### src/hdl/srnr_pkg.sv
package srnr_pkg;

  // Result slots per input item (a NAK/ACK frame plus the accept event)
  localparam int unsigned MAX_RESULTS = 7;
  localparam int unsigned CNT_W       = 3;
  localparam int unsigned SLOTS       = 1 << CNT_W;
  localparam int unsigned IDX_W       = 4;
  localparam int unsigned LEN_W       = 11;

  localparam logic [LEN_W-1:0] PAYLOAD_DEPTH = 11'd16;

  // Protocol bytes and header masks
  localparam logic [7:0] SYNC_BYTE  = 8'h54;
  localparam logic [7:0] HDB2_MASK  = 8'hFC;
  localparam logic [7:0] HDB2_MATCH = 8'h50;
  localparam logic [7:0] HDB1_MASK  = 8'hF0;
  localparam logic [7:0] HDB1_MATCH = 8'h30;
  localparam logic [7:0] LEN_MASK   = 8'h0F;
  localparam logic [1:0] ACK_REQ    = 2'b01;
  localparam logic [1:0] REPLY_NAK  = 2'b11;
  localparam logic [1:0] REPLY_ACK  = 2'b10;

  typedef enum logic [1:0] {
    KIND_TX      = 2'd0,
    KIND_PAYLOAD = 2'd1,
    KIND_ACCEPT  = 2'd2
  } kind_e;

  typedef enum logic [3:0] {
    ST_IDLE     = 4'd0,
    ST_SYNC     = 4'd1,
    ST_HDB2     = 4'd2,
    ST_HDB1     = 4'd3,
    ST_DEST     = 4'd4,
    ST_DATA     = 4'd5,
    ST_CRC      = 4'd6,
    ST_HDB2_FWD = 4'd7,
    ST_HDB1_FWD = 4'd8,
    ST_DEST_FWD = 4'd9,
    ST_DATA_FWD = 4'd10
  } parse_state_e;

  typedef struct packed {
    kind_e            kind;
    logic [7:0]       value;
    logic [IDX_W-1:0] index;
  } result_t;

  // All results caused by one input item
  typedef struct packed {
    result_t [SLOTS-1:0] res;
    logic [CNT_W-1:0]    count;
  } bundle_t;

  // Low nibble n: n bytes below 8, else 8 << (n & 7)
  function automatic logic [LEN_W-1:0] decode_length(input logic [7:0] hdb1);
    logic [3:0] n;
    n = hdb1[3:0] & LEN_MASK[3:0];
    if (n[3]) begin
      decode_length = LEN_W'(11'd8 << n[2:0]);
    end else begin
      decode_length = LEN_W'(n);
    end
  endfunction

endpackage

### src/hdl/srnr_if.sv
// Input item channel
interface srnr_in_if;
  logic       valid;
  logic       ready;
  logic       action;
  logic [7:0] rx_byte;

  modport source (output valid, action, rx_byte, input ready);
  modport sink (input valid, action, rx_byte, output ready);
endinterface

// Result item channel
interface srnr_out_if;
  logic       valid;
  logic       ready;
  logic [1:0] kind;
  logic [7:0] value;
  logic [3:0] payload_index;
  logic       last;

  modport source (output valid, kind, value, payload_index, last, input ready);
  modport sink (input valid, kind, value, payload_index, last, output ready);
endinterface

### src/hdl/snap_ring_node_receiver_top.sv
// The first result of an item is presented in the cycle after the item is accepted.
// Results leave the result buffer one per cycle while the output is ready, and an
// item yields at most 7 results.
// The next item is taken in the cycle the previous item's last result is taken.
// Reset (async, active low) returns the parser to idle, clears the lock, header
// state and node address, and empties the result buffer.
module snap_ring_node_receiver_top import srnr_pkg::*; (
  input  logic       clk_i,
  input  logic       rst_ni,
  input  logic       cfg_we_i,
  input  logic [7:0] cfg_wdata_i,
  srnr_in_if.sink    rx_i,
  srnr_out_if.source res_o
);

  bundle_t bundle;
  logic    empty_next;
  logic    accept;

  assign rx_i.ready = empty_next;
  assign accept     = rx_i.valid && empty_next;

  // Header parser and packet state
  srnr_parser u_parser (
    .clk_i      (clk_i),
    .rst_ni     (rst_ni),
    .cfg_we_i   (cfg_we_i),
    .cfg_wdata_i(cfg_wdata_i),
    .accept_i   (accept),
    .action_i   (rx_i.action),
    .rx_byte_i  (rx_i.rx_byte),
    .bundle_o   (bundle)
  );

  // Result register, drained one result per cycle while the output is ready
  srnr_result_buf u_result_buf (
    .clk_i       (clk_i),
    .rst_ni      (rst_ni),
    .load_i      (accept),
    .bundle_i    (bundle),
    .empty_next_o(empty_next),
    .res_o       (res_o)
  );

endmodule

### src/hdl/srnr_parser.sv
module srnr_parser import srnr_pkg::*; (
  input  logic       clk_i,
  input  logic       rst_ni,
  input  logic       cfg_we_i,
  input  logic [7:0] cfg_wdata_i,
  input  logic       accept_i,
  input  logic       action_i,
  input  logic [7:0] rx_byte_i,
  output bundle_t    bundle_o
);

  parse_state_e     state_q, state_d;
  logic [7:0]       node_addr_q;
  logic [7:0]       hdb2_q, hdb2_d;
  logic [7:0]       hdb1_q, hdb1_d;
  logic [LEN_W-1:0] len_q, len_d;
  logic [LEN_W-1:0] cnt_q, cnt_d;
  logic [7:0]       src_q, src_d;
  logic             lock_q, lock_d;
  logic             ack_q, ack_d;

  logic [LEN_W-1:0] cnt_inc;
  logic [LEN_W-1:0] cnt_dec;
  logic [7:0]       frame [6];
  logic [CNT_W-1:0] base;

  assign cnt_inc = cnt_q + LEN_W'(1);
  assign cnt_dec = (cnt_q != '0) ? cnt_q - LEN_W'(1) : cnt_q;

  // ACK/NAK frame bytes
  always_comb begin
    frame[0] = SYNC_BYTE;
    frame[1] = {HDB2_MATCH[7:2], lock_q ? REPLY_NAK : REPLY_ACK};
    frame[2] = HDB1_MATCH;
    frame[3] = src_q;
    frame[4] = node_addr_q;
    frame[5] = 8'h00;
  end

  // Next-state logic
  always_comb begin
    state_d = state_q;
    hdb2_d  = hdb2_q;
    hdb1_d  = hdb1_q;
    len_d   = len_q;
    cnt_d   = cnt_q;
    src_d   = src_q;
    lock_d  = lock_q;
    ack_d   = ack_q;
    if (action_i) begin
      lock_d = 1'b0;
    end else begin
      case (state_q)
        ST_SYNC: begin
          hdb2_d = rx_byte_i;
          if ((rx_byte_i & HDB2_MASK) != HDB2_MATCH) begin
            state_d = ST_HDB2_FWD;
          end else begin
            ack_d   = (rx_byte_i[1:0] == ACK_REQ);
            state_d = ST_HDB2;
          end
        end
        ST_HDB2: begin
          hdb1_d  = rx_byte_i;
          len_d   = decode_length(rx_byte_i);
          state_d = ((rx_byte_i & HDB1_MASK) != HDB1_MATCH) ? ST_HDB1_FWD : ST_HDB1;
        end
        ST_HDB1: begin
          state_d = (rx_byte_i != node_addr_q) ? ST_DEST_FWD : ST_DEST;
        end
        ST_DEST: begin
          src_d   = rx_byte_i;
          cnt_d   = '0;
          state_d = (len_q == '0) ? ST_CRC : ST_DATA;
        end
        ST_DATA: begin
          cnt_d = cnt_inc;
          if (cnt_inc >= len_q) begin
            state_d = ST_CRC;
          end
        end
        ST_CRC: begin
          lock_d  = 1'b1;
          state_d = ST_IDLE;
        end
        ST_HDB2_FWD: begin
          hdb1_d  = rx_byte_i;
          len_d   = decode_length(rx_byte_i);
          state_d = ST_HDB1_FWD;
        end
        ST_HDB1_FWD: begin
          state_d = ST_DEST_FWD;
        end
        ST_DEST_FWD: begin
          cnt_d   = len_q + LEN_W'(1);
          state_d = ST_DATA_FWD;
        end
        ST_DATA_FWD: begin
          cnt_d = cnt_dec;
          if (cnt_dec == '0) begin
            state_d = ST_IDLE;
          end
        end
        default: begin
          state_d = (rx_byte_i == SYNC_BYTE) ? ST_SYNC : ST_IDLE;
        end
      endcase
    end
  end

  // Result list for the item at the input
  always_comb begin
    bundle_o = '0;
    base     = '0;
    if (!action_i) begin
      case (state_q)
        ST_SYNC: begin
          if ((rx_byte_i & HDB2_MASK) != HDB2_MATCH) begin
            bundle_o.res[0] = '{KIND_TX, SYNC_BYTE, '0};
            bundle_o.res[1] = '{KIND_TX, rx_byte_i, '0};
            bundle_o.count  = CNT_W'(2);
          end
        end
        ST_HDB2: begin
          if ((rx_byte_i & HDB1_MASK) != HDB1_MATCH) begin
            bundle_o.res[0] = '{KIND_TX, SYNC_BYTE, '0};
            bundle_o.res[1] = '{KIND_TX, hdb2_q, '0};
            bundle_o.res[2] = '{KIND_TX, rx_byte_i, '0};
            bundle_o.count  = CNT_W'(3);
          end
        end
        ST_HDB1: begin
          if (rx_byte_i != node_addr_q) begin
            bundle_o.res[0] = '{KIND_TX, SYNC_BYTE, '0};
            bundle_o.res[1] = '{KIND_TX, hdb2_q, '0};
            bundle_o.res[2] = '{KIND_TX, hdb1_q, '0};
            bundle_o.res[3] = '{KIND_TX, rx_byte_i, '0};
            bundle_o.count  = CNT_W'(4);
          end
        end
        ST_DATA: begin
          if (!lock_q && cnt_q < PAYLOAD_DEPTH) begin
            bundle_o.res[0] = '{KIND_PAYLOAD, rx_byte_i, cnt_q[IDX_W-1:0]};
            bundle_o.count  = CNT_W'(1);
          end
        end
        ST_CRC: begin
          // Accept event first when the lock is free, then the optional frame
          if (!lock_q) begin
            bundle_o.res[0] = '{KIND_ACCEPT, src_q, '0};
            base            = CNT_W'(1);
          end
          if (ack_q) begin
            for (int i = 0; i < 6; i++) begin
              bundle_o.res[base + CNT_W'(i)] = '{KIND_TX, frame[i], '0};
            end
            bundle_o.count = base + CNT_W'(6);
          end else begin
            bundle_o.count = base;
          end
        end
        ST_HDB2_FWD, ST_HDB1_FWD, ST_DEST_FWD, ST_DATA_FWD: begin
          bundle_o.res[0] = '{KIND_TX, rx_byte_i, '0};
          bundle_o.count  = CNT_W'(1);
        end
        default: begin
          bundle_o.count = '0;
        end
      endcase
    end
  end

  // Control state
  always_ff @(posedge clk_i or negedge rst_ni) begin
    if (!rst_ni) begin
      state_q     <= ST_IDLE;
      node_addr_q <= '0;
      hdb2_q      <= '0;
      hdb1_q      <= '0;
      len_q       <= '0;
      cnt_q       <= '0;
      src_q       <= '0;
      lock_q      <= 1'b0;
      ack_q       <= 1'b0;
    end else begin
      if (cfg_we_i) begin
        node_addr_q <= cfg_wdata_i;
      end
      if (accept_i) begin
        state_q <= state_d;
        hdb2_q  <= hdb2_d;
        hdb1_q  <= hdb1_d;
        len_q   <= len_d;
        cnt_q   <= cnt_d;
        src_q   <= src_d;
        lock_q  <= lock_d;
        ack_q   <= ack_d;
      end
    end
  end

endmodule

### src/hdl/srnr_result_buf.sv
module srnr_result_buf import srnr_pkg::*; (
  input  logic    clk_i,
  input  logic    rst_ni,
  input  logic    load_i,
  input  bundle_t bundle_i,
  output logic    empty_next_o,
  srnr_out_if.source res_o
);

  result_t [SLOTS-1:0] res_q;
  logic [CNT_W-1:0]    cnt_q;
  logic [CNT_W-1:0]    rd_q;
  logic                last;
  logic                take;

  assign res_o.valid         = (rd_q < cnt_q);
  assign last                = ({1'b0, rd_q} + (CNT_W+1)'(1)) == {1'b0, cnt_q};
  assign res_o.kind          = res_q[rd_q].kind;
  assign res_o.value         = res_q[rd_q].value;
  assign res_o.payload_index = res_q[rd_q].index;
  assign res_o.last          = last;
  assign take                = res_o.valid && res_o.ready;

  // Free for a new item once the final result leaves
  assign empty_next_o = !res_o.valid || (take && last);

  // Result payload
  always_ff @(posedge clk_i) begin
    if (load_i) begin
      res_q <= bundle_i.res;
    end
  end

  // Drain pointer
  always_ff @(posedge clk_i or negedge rst_ni) begin
    if (!rst_ni) begin
      cnt_q <= '0;
      rd_q  <= '0;
    end else if (load_i) begin
      cnt_q <= bundle_i.count;
      rd_q  <= '0;
    end else if (take) begin
      rd_q <= rd_q + CNT_W'(1);
    end
  end

endmodule

### src/flat_wrapper.sv
// flat-port wrapper written by rule: the top's interface ports become plain ports
module snap_ring_node_receiver_top_flat import srnr_pkg::*;
  (clk_i, rst_ni, cfg_we_i, cfg_wdata_i, rx_i_valid, rx_i_action, rx_i_rx_byte, rx_i_ready, res_o_valid, res_o_kind, res_o_value, res_o_payload_index, res_o_last, res_o_ready);
  srnr_in_if rx_i_i ();
  srnr_out_if res_o_i ();
  input  logic clk_i;
  input  logic rst_ni;
  input  logic cfg_we_i;
  input  logic [7:0] cfg_wdata_i;
  input wire logic [$bits(rx_i_i.valid)-1:0] rx_i_valid;
  input wire logic [$bits(rx_i_i.action)-1:0] rx_i_action;
  input wire logic [$bits(rx_i_i.rx_byte)-1:0] rx_i_rx_byte;
  output wire logic [$bits(rx_i_i.ready)-1:0] rx_i_ready;
  output wire logic [$bits(res_o_i.valid)-1:0] res_o_valid;
  output wire logic [$bits(res_o_i.kind)-1:0] res_o_kind;
  output wire logic [$bits(res_o_i.value)-1:0] res_o_value;
  output wire logic [$bits(res_o_i.payload_index)-1:0] res_o_payload_index;
  output wire logic [$bits(res_o_i.last)-1:0] res_o_last;
  input wire logic [$bits(res_o_i.ready)-1:0] res_o_ready;
  assign rx_i_i.valid = rx_i_valid;
  assign rx_i_i.action = rx_i_action;
  assign rx_i_i.rx_byte = rx_i_rx_byte;
  assign rx_i_ready = rx_i_i.ready;
  assign res_o_valid = res_o_i.valid;
  assign res_o_kind = res_o_i.kind;
  assign res_o_value = res_o_i.value;
  assign res_o_payload_index = res_o_i.payload_index;
  assign res_o_last = res_o_i.last;
  assign res_o_i.ready = res_o_ready;
  snap_ring_node_receiver_top u_core (.clk_i(clk_i), .rst_ni(rst_ni), .cfg_we_i(cfg_we_i), .cfg_wdata_i(cfg_wdata_i), .rx_i(rx_i_i), .res_o(res_o_i));
endmodule
### config.mk
export PLATFORM = sky130hd
export DESIGN_NAME = snap_ring_node_receiver_top_flat
export DESIGN_NICKNAME = d
export VERILOG_FILES = /design/src/hdl/srnr_pkg.sv /design/src/hdl/srnr_if.sv /design/src/hdl/snap_ring_node_receiver_top.sv /design/src/hdl/srnr_parser.sv /design/src/hdl/srnr_result_buf.sv /design/src/flat_wrapper.sv
export SDC_FILE = /design/constraint.sdc
export NUM_CORES = 1
export LEC_CHECK = 0
export ABC_AREA = 1
export BUFFER_PORTS_ARGS = -buffer_cell sky130_fd_sc_hd__buf_2
export CAP_MARGIN = 10
export CORE_MARGIN = 10
export CORE_UTILIZATION = 30
export CTS_CLUSTER_DIAMETER = 200
export DETAILED_ROUTE_END_ITERATION = 12
export HOLD_SLACK_MARGIN = 0.05
export PLACE_DENSITY_LB_ADDON = 0.15
export RECOVER_POWER = 50
export SYNTH_ARGS = -nofsm -noshare
export SYNTH_HDL_FRONTEND = slang
export SYNTH_HIERARCHICAL = 1
export SYNTH_SLANG_ARGS = --single-unit
### constraint.sdc
create_clock -name clk_i -period 13.1 [get_ports clk_i]
set_input_delay 3.275 -clock clk_i [delete_from_list [all_inputs] [get_ports clk_i]]
set_output_delay 3.275 -clock clk_i [all_outputs]
set_load 0.05 [all_outputs]
# [Word level (Yosys, flattened, before mapping)]
# Index checks and enable logic that the tools add are counted.
# Widths: inputs -> output; s select.
[classes] n_addsub=11 n_lt_le_gt_ge=16 eq_ne=18 n_shift=1 muxes=51 n_bitwise=12 reduce_logical=29
[op_table] op="$bwmux 112" n=3
[op_table] op="$demux 14 s3" n=6
[op_table] op="$mux 14" n=10
[op_table] op="$and 112x112->112" n=1
[op_table] op="$mux 112" n=1
[op_table] op="$not 112->112" n=1
[op_table] op="$and 96x96->96" n=1
[op_table] op="$not 96->96" n=1
[op_table] op="$and 11x88->88" n=1
[op_table] op="$not 88->88" n=1
[op_table] op="$pmux 14 s6" n=1
[op_table] op="$mux 57" n=1
[op_table] op="$pmux 14 s4" n=1
[op_table] op="$pmux 11 s4" n=1
[op_table] op="$mux 43" n=1
[op_table] op="$bmux 14 s3" n=1
[op_table] op="$pmux 14 s3" n=1
[op_table] op="$pmux 4 s10" n=1
[op_table] op="$mux 29" n=1
[op_table] op="$lt 3x4->1 const B" n=7
[op_table] op="$pmux 14 s2" n=1
[op_table] op="$or 3x24->24" n=1
[op_table] op="$add 11x1->11 const B" n=2
[op_table] op="$logic_not 11->1" n=2
[op_table] op="42 further kinds" n=90
[totals] regBits=178 input_bits=22 out_inout_bits=17 wordCells=173

# [Depth between registers and ports, before layout]
[depth] depth_word=16 depth_mapped=19 depth_no_buf=18

# [Modules after synthesis]
# Netlist, hierarchy kept.
[modules_own_cells] module="srnr_parser" n_inst=1 cells_per_inst=779 area_per_inst_um2=5173.7 seq_area_each_um2=1501.4
[modules_own_cells] module="srnr_result_buf" n_inst=1 cells_per_inst=432 area_per_inst_um2=4901.0 seq_area_each_um2=3513.4
[modules_own_cells] module="snap_ring_node_receiver_top" n_inst=1 cells_per_inst=2 area_per_inst_um2=7.5 seq_area_each_um2=0.0

# [Worst setup path before layout]
# Ideal clock, no wire load.
[synth_timing] kind="input-to-reg" start="input port res_o_ready" end="register u_core.u_parser.len_q[4]" setup_ns=0.096 t_arrival_ns=7.309 t_required_ns=13.004 slack_ns=5.696 cell_stages=10 path_cell_list="nand3_1 nand2_1 nand2_1 inv_1 nand2_1 a21oi_4 inv_2 nor2_4 inv_2 o32ai_2"
[synth_via] elab_chain_cells=5
[synth_lines] item="start: declaration" line="flat_wrapper.sv:19" source="input wire logic [$bits(res_o_i.ready)-1:0] res_o_ready;"
[synth_lines] item="$logic_and 1x1->1" line="srnr_result_buf.sv:22" source="assign take = res_o.valid && res_o.ready;"
[synth_lines] item="$logic_and 1x1->1" line="srnr_result_buf.sv:25" source="assign empty_next_o = !res_o.valid || (take && last);"
[synth_lines] item="$logic_or 1x1->1" line="srnr_result_buf.sv:25"
[synth_lines] item="net rx_i_ready" line="flat_wrapper.sv:13" source="output wire logic [$bits(rx_i_i.ready)-1:0] rx_i_ready;"
[synth_lines] item="$logic_and 1x1->1" line="snap_ring_node_receiver_top.sv:21" source="assign accept = rx_i.valid && empty_next;"
[synth_lines] item="net u_core.accept" line="snap_ring_node_receiver_top.sv:18" source="logic accept;"
[synth_lines] item="$reduce_and 3->1 (no source line)"
[synth_lines] item="end signal: assignment" line="srnr_parser.sv:193" source="len_q <= len_d;"
[synth_lines] item="end: declaration" line="srnr_parser.sv:16" source="logic [LEN_W-1:0] len_q, len_d;"
# The timed path passes the listed nets, and every way through them passes these cells.
# A chain may end at the register's enable or synchronous reset.

# [Final worst setup path]
[layout_timing] start="input port res_o_ready" end="register u_core.u_parser.ack_q"
[layout_via] elab_chain_cells=5
[layout_lines] item="$logic_and 1x1->1" line="srnr_result_buf.sv:22"
[layout_lines] item="$logic_and 1x1->1" line="srnr_result_buf.sv:25"
[layout_lines] item="$logic_or 1x1->1" line="srnr_result_buf.sv:25"
[layout_lines] item="$logic_and 1x1->1" line="snap_ring_node_receiver_top.sv:21"
[layout_lines] item="net u_core.accept" line="snap_ring_node_receiver_top.sv:18"
[layout_lines] item="$reduce_and 4->1 (no source line)"
[layout_lines] item="end signal: assignment" line="srnr_parser.sv:197" source="ack_q <= ack_d;"
[layout_lines] item="end: declaration" line="srnr_parser.sv:20" source="logic ack_q, ack_d;"
# The timed path passes the listed nets, and every way through them passes these cells.

==> impl_results.md <==
* Status: complete, but fails checks
* Failing checks: capacitance limit, slew limit
* Max-cap violations at 2
* Vias at 7780
* Setup TNS at 0 ns
* DR vias/cell at 4.60
* Warnings, synthesis at 6
* Avg Inst Size Synth at 8.31 um^2
* FF-to-FF setup slack at 6.66 ns
* Reg2reg path depth at 16
* Share of cells above drive strength 1 at 0.105
* Layout Skew at 0.0128 ns
* Drt first-iter violations at 723
* Min-Delay Endpoint: u_core/u_parser/hdb2_q[2]
* Clock Latency Late Sink at 0.44 ns
* Reg power frac at 0.397
* Vias in the first global route at 7613
* Htree depth at 4
* Most common cell after layout, fill and taps aside: nand2_1
* Ratio of total power to cell area at 221 mW/mm^2
* Min Hold Slack at 0.491 ns
* Unrepaired setup endpoints after global routing: no
* Global-route wire length before repair at 43800 um
* Leakage at 0.00470 uW
* Critical path class: in -> reg
* Switching fraction of total power at 0.438
* Clock group share of total power at 0.208
* Most frequent cells in the layout: 322 x nand2_1, 148 x nor2_1, 112 x edfxtp_1
* Hold Path Class: reg -> reg
* Final setup viols at 0
* DR WL/cell at 16.2 um
* RR Startpoint: u_core/u_result_buf/rd_q[0]
* DIE AREA at 0.0413 mm^2
* Max Slew Vio Count at 124
* Worst-margin pin slew at 3.44 ns
* Routed Antenna Nets at 0
* Post-cts resize count at 0
* Yosys reg bits at 178
* Core Area at 0.0334 mm^2
* Rows at 67
* Largest net degree at the start of global routing at 63
* Critical path data required time at 13.42 ns
* Hold violation count in the final report at 0
* Die H at 203 um
* P_int at 1360 uW
* Gr ovfl total at 0
* P&R area growth vs syn at 8.48%
* Crit path DAT at 7.78 ns
* Worst VDD drop at 0.199 mV
* Crit path from: res_o_ready
* CTS clk-pin slew, worst paths at 0.07 ns
* Die width at 203 um
* Slew headroom at -1.29
* Crit-path max FO at 62
* CTS tree: built
* Pre-antenna DRT Iters at 5
* GP Congestion at 0.865
* RR Endpoint: u_core/u_parser/ack_q
* Antenna violations before repair at 0
* Critical Path Sink Type: flop
* FILL cells at 3631
* Hold buffers post-CTS at 0
* Initial Util at 0.302
* Clock period minus worst slack at 7.46 ns
* DRC Markers at 0
* Antenna diode count at 0
* Clk buf depth at 2
* Startpoint Class: primary input
* Setup Buffers After CTS at 0
* NetSw at 1060 uW
* Worst slack, placed at 6.01 ns
* Post-place instance area at 0.0104 mm^2
* Num ports at 39
* Worst hold start: u_core/u_parser/hdb2_q[2]
* CTS buffer count at 17
* Clock Tree Root: clkbuf_16
* Hold depth at 2
* Combinational Power Share at 0.395
* Final worst slack at 5.64 ns
* Fmax achieved at 0.134 GHz
* Port bufs at 38
* Synthesized area at 0.0101 mm^2
* Synth cell types at 44
* Mapped Cells at 1213
* WL final at 27500 um
* Sequential area share after synthesis at 0.497
* Fin area at 0.0109 mm^2
* Fin crit share at 0.569
* Clock Sinks at 178
* Final nets at 1273
* Overall Global Routing Usage at 0.135
* Final HPWL DP at 19000 um
-- stage by stage --
step	utilization	power, uW	cells
final	0.328	2410	1693
after global routing	0.328	2600	1693
after CTS	0.328	2430	1693
after detailed placement	0.311	1920	1661
after global placement	0.311	1910	1661
after floorplan	-	1670	1270
-- registers in the layout, indices dropped and copies added (netlist names) --
name	flops
u_core/u_parser/node_addr_q	8
u_core/u_result_buf/rd_q	3
u_core/u_result_buf/res_q	112
u_core/u_parser/src_q	8
u_core/u_parser/hdb2_q	8
u_core/u_parser/ack_q	1
u_core/u_parser/hdb1_q	8
u_core/u_parser/cnt_q	11
u_core/u_result_buf/cnt_q	3
u_core/u_parser/lock_q	1
u_core/u_parser/state_q	4
u_core/u_parser/len_q	11
-- logic make-up (layout without fill, tap and decap cells) --
family,Yosys count,after routing,share of synthesized area
xor+xnor,3,3,0.00261
flops,178,178,0.497
compound gates,198,198,0.110
fa+ha+maj,19,19,0.0236
simple gates,600,600,0.253
buf+inv,214,189,0.113
other cells,1,58,0.000372
-- critical path, stage by stage --
cell,delay (ns)
clkbuf_1,0.12
nand3_1,0.10
nand2_1,0.06
nand2_1,0.09
clkinvlp_2,2.09
nand2_1,1.06
inv_1,0.22
nand2_1,0.46
nor2_1,0.13
nand2_1,0.08
o21ai_0,0.07
-- layer usage --
layer  track usage  vias to the layer above  part of all wire
met2         0.204                      172              0.44
met4        0.0360                        0             0.013
met1         0.191                     3659              0.50
met3        0.0268                       20             0.040
li1              -                     3929                 -
met5             0                        -                 0
-- cell usage after synthesis (all sizes together) --
master / instances / area (um^2)
inv: 114 / 430
nor2: 164 / 686
nor3: 8 / 45.0
nand3b: 1 / 7.51
o21a: 2 / 15.0
a22oi: 1 / 7.51
o21ai: 127 / 643
a41oi: 1 / 8.76
conb: 1 / 3.75
edfxtp: 112 / 3360
and2: 2 / 15.0
nand2: 332 / 1290
a21oi: 31 / 166
buf: 89 / 666
or2: 4 / 25.0
a211oi: 1 / 12.5
xor2: 3 / 26.3
o32ai: 2 / 32.5
nand3: 68 / 350
o211ai: 9 / 67.6
nand4: 21 / 131
o221ai: 4 / 35.0
ha: 19 / 238
dfrtp: 66 / 1650
clkbuf: 11 / 41.3
a31oi: 4 / 25.0
o22ai: 16 / 100
-- cell type report --
class                      instances  area, um^2  area share
clock buffer                      17         425      0.0389
clock inverter                    15         144      0.0132
inverter                         114         432      0.0395
multi-input combinational        878        4140       0.379
sequential                       178        5020       0.459
tap                              448         561      0.0513
timing repair buffer              43         218      0.0199
-- worst max path at each step --
stage	to	slack, ns
after floorplan	u_core/u_parser/len_q[4]	5.70
after global placement	rx_i_ready	6.00
after detailed placement	rx_i_ready	6.01
after CTS	rx_i_ready	6.00
after global routing	u_core/u_parser/ack_q	5.07
final	u_core/u_parser/ack_q	5.64
-- power by group through the flow --
stage,clock network (uW),registers (uW),logic [uW]
after detailed placement,0,961,956
after global routing,543,982,1080
final,502,959,953
after CTS,520,950,960
after global placement,0,959,954
after floorplan,0,941,733
Note: power is estimated with default switching activity, not from simulation.
